File: src/rtl/tod_pkg.sv
`timescale 1ns / 1ps
package tod_pkg;

   localparam int unsigned HOUR_W  = 5;
   localparam int unsigned MINSEC_W = 6;
   localparam int unsigned TOTAL_W = 17;
   localparam int unsigned MODE_W  = 3;

   localparam logic [HOUR_W-1:0]   MAX_HOUR       = 5'd23;
   localparam logic [MINSEC_W-1:0] MAX_MINSEC     = 6'd59;
   localparam logic [6:0]          MINSEC_MOD     = 7'd60;
   localparam logic [5:0]          HOUR_MOD       = 6'd24;
   localparam logic [TOTAL_W-1:0]  SECS_PER_HOUR  = 17'd3600;
   localparam logic [TOTAL_W-1:0]  SECS_PER_MIN   = 17'd60;

   localparam logic [MODE_W-1:0] MODE_HOLD      = 3'd0;
   localparam logic [MODE_W-1:0] MODE_LOAD      = 3'd1;
   localparam logic [MODE_W-1:0] MODE_TICK_UP   = 3'd2;
   localparam logic [MODE_W-1:0] MODE_TICK_DOWN = 3'd3;
   localparam logic [MODE_W-1:0] MODE_ADD       = 3'd4;
   localparam logic [MODE_W-1:0] MODE_SUB       = 3'd5;

   typedef logic [MODE_W-1:0] mode_type;

   typedef struct packed {
      logic [HOUR_W-1:0]   hours;
      logic [MINSEC_W-1:0] minutes;
      logic [MINSEC_W-1:0] seconds;
   } hms_type;

   typedef struct packed {
      logic     valid;
      mode_type mode;
      hms_type  operand;
   } stage_type;

   typedef struct packed {
      hms_type              cur;
      logic [TOTAL_W-1:0]   total;
      logic                 is_less;
      logic                 is_equal;
      hms_type              gap;
   } result_type;

   localparam hms_type ONE_SECOND = '{hours: 5'd0, minutes: 6'd0, seconds: 6'd1};

   function automatic hms_type hms_add(hms_type a, hms_type b);
      logic [6:0] s_sum;
      logic [6:0] m_sum;
      logic [5:0] h_sum;
      logic       cs;
      logic       cm;
      hms_type    r;
      s_sum     = {1'b0, a.seconds} + {1'b0, b.seconds};
      cs        = (s_sum >= MINSEC_MOD);
      r.seconds = cs ? 6'(s_sum - MINSEC_MOD) : s_sum[5:0];
      m_sum     = {1'b0, a.minutes} + {1'b0, b.minutes} + {6'd0, cs};
      cm        = (m_sum >= MINSEC_MOD);
      r.minutes = cm ? 6'(m_sum - MINSEC_MOD) : m_sum[5:0];
      h_sum     = {1'b0, a.hours} + {1'b0, b.hours} + {5'd0, cm};
      r.hours   = (h_sum >= HOUR_MOD) ? 5'(h_sum - HOUR_MOD) : h_sum[4:0];
      return r;
   endfunction

   function automatic hms_type hms_sub(hms_type a, hms_type b);
      logic [6:0] s_dif;
      logic [6:0] m_dif;
      logic [5:0] h_dif;
      hms_type    r;
      s_dif     = {1'b0, a.seconds} - {1'b0, b.seconds};
      r.seconds = s_dif[6] ? 6'(s_dif + MINSEC_MOD) : s_dif[5:0];
      m_dif     = {1'b0, a.minutes} - {1'b0, b.minutes} - {6'd0, s_dif[6]};
      r.minutes = m_dif[6] ? 6'(m_dif + MINSEC_MOD) : m_dif[5:0];
      h_dif     = {1'b0, a.hours} - {1'b0, b.hours} - {5'd0, m_dif[6]};
      r.hours   = h_dif[5] ? 5'(h_dif + HOUR_MOD) : h_dif[4:0];
      return r;
   endfunction

endpackage

File: src/rtl/tod_req_stage.sv
`timescale 1ns / 1ps
module tod_req_stage import tod_pkg::*; (
   input  logic            clock,
   input  logic            reset,
   input  logic            req_tvalid,
   output logic            req_tready,
   input  logic [2:0]      req_tuser,   // mode
   input  logic [23:0]     req_tdata,   // op_hours, op_minutes, op_seconds, zero fill
   input  logic            advance,
   output stage_type       stage
);

   logic     valid_ff, valid_in;
   mode_type mode_ff;
   hms_type  op_ff, op_in;
   logic     take;

   assign req_tready = !valid_ff || advance;
   assign take       = req_tvalid && req_tready;
   assign valid_in   = take || (valid_ff && !advance);

   // out-of-range operand fields count as zero
   always_comb begin
      op_in.hours   = req_tdata[4:0];
      op_in.minutes = req_tdata[10:5];
      op_in.seconds = req_tdata[16:11];
      if (op_in.hours > MAX_HOUR) op_in.hours = '0;
      if (op_in.minutes > MAX_MINSEC) op_in.minutes = '0;
      if (op_in.seconds > MAX_MINSEC) op_in.seconds = '0;
   end

   always_ff @(posedge clock) begin
      if (reset) begin
         valid_ff <= 1'b0;
      end else begin
         valid_ff <= valid_in;
      end
   end

   always_ff @(posedge clock) begin
      if (take) begin
         mode_ff <= req_tuser;
         op_ff   <= op_in;
      end
   end

   assign stage.valid   = valid_ff;
   assign stage.mode    = mode_ff;
   assign stage.operand = op_ff;

endmodule

File: src/rtl/tod_calc.sv
`timescale 1ns / 1ps
module tod_calc import tod_pkg::*; (
   input  hms_type    prior,
   input  mode_type   mode,
   input  hms_type    operand,
   output result_type result
);

   hms_type sum_t, dif_t, up_t, down_t, fwd_gap, back_gap, next_t;
   logic    less;

   assign sum_t    = hms_add(prior, operand);
   assign dif_t    = hms_sub(prior, operand);
   assign up_t     = hms_add(prior, ONE_SECOND);
   assign down_t   = hms_sub(prior, ONE_SECOND);
   assign fwd_gap  = hms_sub(operand, prior);
   assign back_gap = hms_sub(prior, operand);
   assign less     = (prior < operand);

   always_comb begin
      case (mode)
         MODE_LOAD:      next_t = operand;
         MODE_TICK_UP:   next_t = up_t;
         MODE_TICK_DOWN: next_t = down_t;
         MODE_ADD:       next_t = sum_t;
         MODE_SUB:       next_t = dif_t;
         default:        next_t = prior;
      endcase
   end

   assign result.cur      = next_t;
   assign result.total    = TOTAL_W'(next_t.hours) * SECS_PER_HOUR
                          + TOTAL_W'(next_t.minutes) * SECS_PER_MIN
                          + TOTAL_W'(next_t.seconds);
   assign result.is_less  = less;
   assign result.is_equal = (prior == operand);
   assign result.gap      = less ? fwd_gap : back_gap;

endmodule

File: src/rtl/time_of_day_alu_unit.sv
`timescale 1ns / 1ps
// an accepted request passes the input and result registers to rsp_tvalid
// throughput: one item per cycle without rsp_tready stalls, set by both registers
// the time register updates as each item leaves the input register
// reset (synchronous, active high) clears the time to 00:00:00 and empties
// both register stages
module time_of_day_alu_unit import tod_pkg::*; (
   input  logic        clock,
   input  logic        reset,
   input  logic        req_tvalid,
   output logic        req_tready,
   input  logic [2:0]  req_tuser,   // mode
   input  logic [23:0] req_tdata,   // op_hours, op_minutes, op_seconds, zero fill
   output logic        rsp_tvalid,
   input  logic        rsp_tready,
   // cur_hours, cur_minutes, cur_seconds, total_seconds, is_less, is_equal,
   // gap_hours, gap_minutes, gap_seconds, zero fill
   output logic [55:0] rsp_tdata
);

   stage_type  stage;
   result_type result;
   result_type rsp_ff;
   hms_type    time_ff;
   logic       rsp_valid_ff, rsp_valid_in;
   logic       advance;

   assign advance      = stage.valid && (!rsp_valid_ff || rsp_tready);
   assign rsp_valid_in = advance || (rsp_valid_ff && !rsp_tready);

   tod_req_stage u_req_stage (
      .clock      (clock),
      .reset      (reset),
      .req_tvalid (req_tvalid),
      .req_tready (req_tready),
      .req_tuser  (req_tuser),
      .req_tdata  (req_tdata),
      .advance    (advance),
      .stage      (stage)
   );

   tod_calc u_calc (
      .prior   (time_ff),
      .mode    (stage.mode),
      .operand (stage.operand),
      .result  (result)
   );

   always_ff @(posedge clock) begin
      if (reset) begin
         rsp_valid_ff <= 1'b0;
         time_ff      <= '0;
      end else begin
         rsp_valid_ff <= rsp_valid_in;
         if (advance) begin
            time_ff <= result.cur;
         end
      end
   end

   always_ff @(posedge clock) begin
      if (advance) begin
         rsp_ff <= result;
      end
   end

   assign rsp_tvalid = rsp_valid_ff;
   assign rsp_tdata  = {3'd0,
                        rsp_ff.gap.seconds, rsp_ff.gap.minutes, rsp_ff.gap.hours,
                        rsp_ff.is_equal, rsp_ff.is_less, rsp_ff.total,
                        rsp_ff.cur.seconds, rsp_ff.cur.minutes, rsp_ff.cur.hours};

endmodule

File: config.mk
export PLATFORM = sky130hd
export DESIGN_NAME = time_of_day_alu_unit
export DESIGN_NICKNAME = d
export VERILOG_FILES = /design/src/rtl/tod_pkg.sv /design/src/rtl/tod_req_stage.sv /design/src/rtl/tod_calc.sv /design/src/rtl/time_of_day_alu_unit.sv
export SDC_FILE = /design/constraint.sdc
export NUM_CORES = 1
export LEC_CHECK = 0
export BUFFER_PORTS_ARGS = -buffer_cell sky130_fd_sc_hd__clkbuf_2
export CAP_MARGIN = 20
export CORE_UTILIZATION = 29
export CTS_CLUSTER_SIZE = 12
export DETAILED_ROUTE_END_ITERATION = 10
export PLACE_DENSITY = 0.44
export SYNTH_ARGS = -nofsm -noshare
export SYNTH_HDL_FRONTEND = slang
export SYNTH_SLANG_ARGS = --single-unit
File: constraint.sdc
create_clock -name clock -period 23.1 [get_ports clock]
set_input_delay 2.31 -clock clock [delete_from_list [all_inputs] [get_ports clock]]
set_output_delay 2.31 -clock clock [all_outputs]
set_load 0.05 [all_outputs]
==> impl_results.md, run 1 <==
- Share of the synthesized area in the top cell type: 21.8%
- Critical path capture point type: register
- DRC errors left: 0
- Via density: 5.02
- Critical path endpoint: rsp_tdata[33]$_DFFE_PP_
- Row cnt: 66
- Worst-Margin Slew: 0.952 ns
- Share of post-route cells with drive strength above 1: 12.3%
- Initial DRC count: 611
- Post-Synth XOR/XNOR Area: 8.29%
- Area of the core: 0.0329 mm^2
- Worst hold path class: reg -> reg
- Syn_area_per_cell: 9.21 um^2
- Max-cap viol count: 0
- Power, Total: 1040 uW
- Hold slack: 0.519 ns
- Slowest stage cell, crit path: a21oi_1
- Die ar.: 0.0344 mm^2
- DP Wirelength: 21.9 mm
- RSZ-0062 raised after global routing: false
- Max clock buf depth: 2
- Hold-fix buffers, CTS: 0
- Compound-Gate Fraction of Synth Area: 19.1%
- Fin util: 33.4%
- Period utilization: 43.7%
- Slew headroom: 35.9%
- Vias in the first global route: 7725
- Number of diodes: 0
- Area leader, netlist: edfxtp_1
- Most frequent cells in the layout: ha_1, inv_1, clkbuf_2
- Post-Syn Area: 0.00976 mm^2
- Worst Setup SP: time_ff[2]$_SDFFE_PP0P_
- Worst path required time: 23.21 ns
- Layout Skew: 0.00828 ns
- Crit-path max cell delay: 0.70 ns
- Number of synthesized flops with an enable pin: 71
- Max FO, Critical Path: 15
- Detailed Route WL: 27.9 mm
- CTS tree: built
- CP startpoint kind: register
- Peak supply drop: 0.0000499 V
- Fin crit period: 10.09 ns
- Leak: 0.00467 uW
- Crit Path Class: reg -> reg
- Commonest non-fill, non-tap cell in the layout: ha_1
- Post-Layout Cell Count: 1575
- Antenna violations before repair: 0
- Global route overflow: 0
- RR Startpoint: time_ff[2]$_SDFFE_PP0P_
- Final Hold Viols: 0
- Clk sinks: 90
- Final nets: 1331
- Maximum clock rate: 99.1 MHz
- Area Overhead vs Synth: 12.3%
- YS warnings: 0
- Worst-path clk slew: 0.07 ns
- Adder-cell share of the synthesized area: 24.5%
- FF-to-FF End: rsp_tdata[33]$_DFFE_PP_
- Largest net degree at the start of global routing: 53
- Main synth FF type: edfxtp_1
- Main combinational cell family by area after synthesis: adder cells
- Outcome: completed
- Post-DR wirelength/cell: 17.7 um
- Yosys reg bits: 90
- Synth top area cells: edfxtp_1, ha_1, fa_1
- Post-CTS Setup Inserts: 0
- First-pass GRT wire length: 43.8 mm
- Setup tns final: 0 ns
- Top cell by count, worst path: ha_1
- Total global-route track usage: 16.8%
- Dpl cells: 1559
- Remaining antenna violation count after routing: 0
- Slew Limit Fails: 0
- Fraction of synthesized area in multiplexers: 2.02%
- Simple-Gate Fraction of Synth Area: 14.2%
- Asr flop ratio synth: 0%
- PwrDens: 95.3 mW/mm^2
- Worst Reg-to-Reg Cells: 36
- Gpl congestion: 0.849
- Routed via count: 7904
- Ports: 89
- R2r setup slk: 13.01 ns
- Port Buffer Count: 78
- H-tree Lvls: 3
- Cell count after synthesis: 1060
- Final setup fails: 0
- Crit path DAT: 10.20 ns
- Clk_lat worst skew: 0.36 ns
- PostCTS Resize Cnt: 0
- Die Span Y: 185 um
- CTS Buf Count: 9
- DIE WIDTH: 185 um
- Register area share after synthesis: 25.7%
- Starting density of the core: 29.7%
- Root buffer cell: clkbuf_16
- Synth unique cells: 86
- Detailed Routing Iterations Pass 1: 5
how the worst min path moves through the flow:
stage	to	start	slack, ns	cells past startpoint
3_3_place_gp	rsp_tvalid$_SDFF_PP0_	u_req_stage.valid_ff$_SDFF_PP0_	0.51	2
2_1_floorplan	rsp_tvalid$_SDFF_PP0_	u_req_stage.valid_ff$_SDFF_PP0_	0.49	2
5_1_grt	rsp_tvalid$_SDFF_PP0_	u_req_stage.valid_ff$_SDFF_PP0_	0.58	2
4_1_cts	rsp_tvalid$_SDFF_PP0_	u_req_stage.valid_ff$_SDFF_PP0_	0.52	2
3_5_place_dp	rsp_tvalid$_SDFF_PP0_	u_req_stage.valid_ff$_SDFF_PP0_	0.51	2
6_report	rsp_tvalid$_SDFF_PP0_	u_req_stage.valid_ff$_SDFF_PP0_	0.52	2
registers in the layout (all words and copies together) (netlist names):
signal / count
u_req_stage.valid_ff: 1
u_req_stage.mode_ff: 3
time_ff: 17
u_req_stage.stage: 17
rsp_tvalid: 1
rsp_tdata: 51
routing by layer:
| metal | wire (um) | part of all wire (%) | GRT usage (%) | up-vias |
|---|---|---|---|---|
| li1 | - | - | - | 3931 |
| met1 | 13900 | 50 | 23.4 | 3775 |
| met2 | 12700 | 46 | 27.5 | 173 |
| met3 | 864 | 3.1 | 1.68 | 25 |
| met4 | 427 | 1.5 | 4.33 | 0 |
| met5 | 0 | 0 | 0 | - |
Yosys cell counts, types with 14 or more instances:
master and count:
ha_1 140, inv_1 111, nor2_1 75, a21oi_1 73
edfxtp_1 71, xnor2_1 66, nand2_1 51, o21ai_0 42
fa_1 32, nor3_1 23, xor2_1 20, a211oi_1 19
dfxtp_1 19, and2_1 18, nand3_1 17, nand2b_1 16
o21a_1 16, nor2b_1 15, clkbuf_1 14
where the power goes:
part           switching [uW]  total [uW]  internal (uW)  leakage (uW)
Clock                    70.9         161           90.6      0.000160
Combinational             387         643            255       0.00367
Sequential               14.4         240            226      0.000831
critical path: cells and delay by family (launching register included):
kind	cells	cell delay (ns)
AND/OR/NAND/NOR	7	1.45
multiplexers	1	0.19
flip-flops	1	0.69
XOR/XNOR	4	0.78
buffers and inverters	2	0.15
AO/OA/AOI/OAI	12	2.97
adder cells (fa/ha/maj)	10	3.60
metrics by stage:
stage                     worst slack [ns]  area (um^2)
final                                13.01        11000
after global placement               13.00        10600
after detailed placement             12.95        10600
after CTS                            12.94        11000
after global routing                 12.32        11000
after floorplan                      14.46         9770
cells by family after synthesis:
logic type      Yosys count
compound gates          272
simple gates            269
fa+ha+maj               172
buf+inv                 148
flops                    90
xor+xnor                 89
mux                      19
other cells               1
final cells by class:
type                       count  area, um^2
clock buffer                  12         289
clock inverter                 4        35.0
fill                        3534       21900
inverter                     112         420
multi-input combinational    824        6670
sequential                    90        2510
tap                          442         553
timing repair buffer          91         488
Note: power is estimated with default switching activity, not from simulation.
==> run 2, diff against run 1 <==
clock period = 9.36 ns   (was 23.1 ns; I/O delays follow)
==> run 2 against run 1 <==
Compared with the run above: non-clock buffer count increased by 45; first-iteration DRC count decreased by 14%; largest cell class unchanged; clock power increased by 140%; design area increased by 3.2%; clock skew increased by 0.0043 ns; utilization increased by 1.1 points; wire length increased by 1.8%; cell count increased by 2.9%; worst hold slack got worse by 0.0019 ns; total power increased to 2.6 times the previous value; clock-buffer cell count decreased by 1; critical path type unchanged; flip-flop and latch count unchanged.
==> impl_results.md, run 2 (synthesized netlist as in run 1, its figures left out) <==
- Port Buffer Count: 78 (unchanged)
- CTS Buf Count: 9 (unchanged)
- Maximum clock rate: 113 MHz (+14%)
- Fillers: 3475 (-1.7%)
- Total global-route track usage: 17.2% (+0.44 points)
- Area of the core: 0.0329 mm^2 (unchanged)
- FF-to-FF End: rsp_tdata[31]$_DFFE_PP_
- Slowest stage cell, crit path: fa_1
- Detail Route met3 WL: 949 um (+9.8%)
- Clk sinks: 90 (unchanged)
- Vias in the first global route: 7870 (+1.9%)
- Worst hold path class: reg -> reg
- CTS tree: built
- Ports: 89 (unchanged)
- Layout Skew: 0.0126 ns (+0.00435 ns)
- Max-cap viol count: 0 (unchanged)
- Antenna violations before repair: 0 (unchanged)
- Number of flip-flops in the largest register: 51 (unchanged)
- Final nets: 1376 (+3.4%)
- Worst-Margin Slew: 0.938 ns (-0.0132 ns)
- H-tree Lvls: 3 (unchanged)
- Final setup fails: 0 (unchanged)
- Final Hold Viols: 0 (unchanged)
- Power, Total: 2720 uW (+160%)
- Leak: 0.00487 uW (+4.5%)
- Wire length on met1: 14.1 mm (+1.3%)
- Commonest non-fill, non-tap cell in the layout: ha_1
- Detailed Route WL: 28.4 mm (+1.8%)
- CP startpoint kind: register
- Most frequent cells in the layout: ha_1, inv_1, clkbuf_2
- Hold slack: 0.517 ns (-0.00187 ns)
- Root buffer cell: clkbuf_16
- Max FO, Critical Path: 6 (-9)
- Worst Reg-to-Reg Cells: 39 (+8.3%)
- Worst-path clk slew: 0.07 ns (about the same)
- RR Startpoint: u_req_stage.stage[2]$_SDFFCE_PN0P_
- Largest net degree at the start of global routing: 53 (unchanged)
- Gpl congestion: 0.859 (+1.2%)
- Hold Startpoint: u_req_stage.valid_ff$_SDFF_PP0_
- Max Used Layer: met4
- Slew headroom: 37.0% (+1.1 points)
- Routed via count: 8006 (+1.3%)
- Global route overflow: 0 (unchanged)
- DIE WIDTH: 185 um (unchanged)
- Outcome: completed
- Peak supply drop: 0.000136 V (+170%)
- Row cnt: 66 (unchanged)
- Max clock buf depth: 2 (unchanged)
- Die ar.: 0.0344 mm^2 (unchanged)
- Area Overhead vs Synth: 15.9%
- Clk_lat worst skew: 0.37 ns (about the same)
- Initial DRC count: 523 (-14%)
- Hold-critical path endpoint: rsp_tvalid$_SDFF_PP0_
- Starting density of the core: 29.7% (unchanged)
- First-pass GRT wire length: 44.8 mm (+2.4%)
- PwrDens: 240 mW/mm^2 (+150%)
- Fin crit period: 8.82 ns (-1.27 ns)
- Period utilization: 94.2% (+51 points)
- Hold path depth: 2 (unchanged)
- Die Span Y: 185 um (unchanged)
- Family with the most delay on the worst path: adder cells
- Number of diodes: 0 (unchanged)
- Sum of buffers and inverters on the critical path: 3 (+1)
- Via density: 4.94 (-1.5%)
- Crit-path max cell delay: 0.56 ns (-0.14 ns)
- Hold-fix buffers, CTS: 0 (unchanged)
- Worst path required time: 9.48 ns (-13.73 ns)
- Slew Limit Fails: 0 (unchanged)
- DRC errors left: 0 (unchanged)
- Worst Setup SP: u_req_stage.stage[2]$_SDFFCE_PN0P_
- DP Wirelength: 22.6 mm (+3.3%)
- Critical path capture point type: register
- Top cell by count, worst path: ha_1
- Crit path DAT: 8.93 ns (-1.27 ns)
- R2r setup slk: 0.54 ns (-12.47 ns)
- Post-DR wirelength/cell: 17.5 um (-1.0%)
- Share of post-route cells with drive strength above 1: 16.2% (+3.9 points)
- Detailed Routing Iterations Pass 1: 5 (unchanged)
- Met2 WL post-DR: 13.0 mm (+2.2%)
- Remaining antenna violation count after routing: 0 (unchanged)
- Crit Path Class: reg -> reg
[run 2: how the worst max path moves through the flow]
stage,depth (start not counted),slack [ns],to
after detailed placement,39,0.22,rsp_tdata[32]$_DFFE_PP_
after global routing,40,-0.01,rsp_tdata[33]$_DFFE_PP_
after global placement,38,0.22,rsp_tdata[33]$_DFFE_PP_
final,39,0.54,rsp_tdata[31]$_DFFE_PP_
after CTS,38,0.20,rsp_tdata[33]$_DFFE_PP_
after floorplan,38,0.72,rsp_tdata[33]$_DFFE_PP_
[run 2: per-stage QoR]
stage / area [um^2] / utilization (%) / instances / TNS (ns) / worst slack [ns]
2_1_floorplan: 9770 / - / 1062 / 0 / 0.719
3_3_place_gp: 11000 / 33.3 / 1601 / 0 / 0.222
3_5_place_dp: 11000 / 33.3 / 1601 / 0 / 0.221
4_1_cts: 11300 / 34.3 / 1617 / 0 / 0.195
5_1_grt: 11300 / 34.4 / 1620 / -0.0209 / -0.0139
6_report: 11300 / 34.4 / 1620 / 0 / 0.545
[run 2: report_power, final]
group	internal (uW)	switching, uW	total (uW)
logic	742	1000	1750
clock network	206	175	381
registers	558	32.1	590
total	1510	1210	2720
[run 2: worst min-delay path, delay by kind of cell (launching register included)]
kind / cells / cell delay [ns]
DFF: 1 / 0.33
and+or+nand+nor: 2 / 0.14
[run 2: area by class of cell]
class / instances / area, um^2 / share of cell area [%]
Inverter: 112 / 420 / 3.71
Multi-Input combinational cell: 824 / 6700 / 59.2
Sequential cell: 90 / 2510 / 22.2
Timing Repair Buffer: 136 / 826 / 7.30
Clock inverter: 5 / 41.3 / 0.365
Clock buffer: 11 / 264 / 2.33
Tap cell: 442 / 553 / 4.89
[run 2: layer usage]
| metal | up-vias | global-route usage (%) |
|---|---|---|
| li1 | 4023 | - |
| met1 | 3791 | 24.0 |
| met2 | 170 | 28.3 |
| met3 | 22 | 1.70 |
| met4 | 0 | 4.40 |
| met5 | - | 0 |
[run 2: timing repair]
item	CTS	global route
buffers inserted	0	3
setup endpoints to repair	0	5
gates resized for setup	0	9
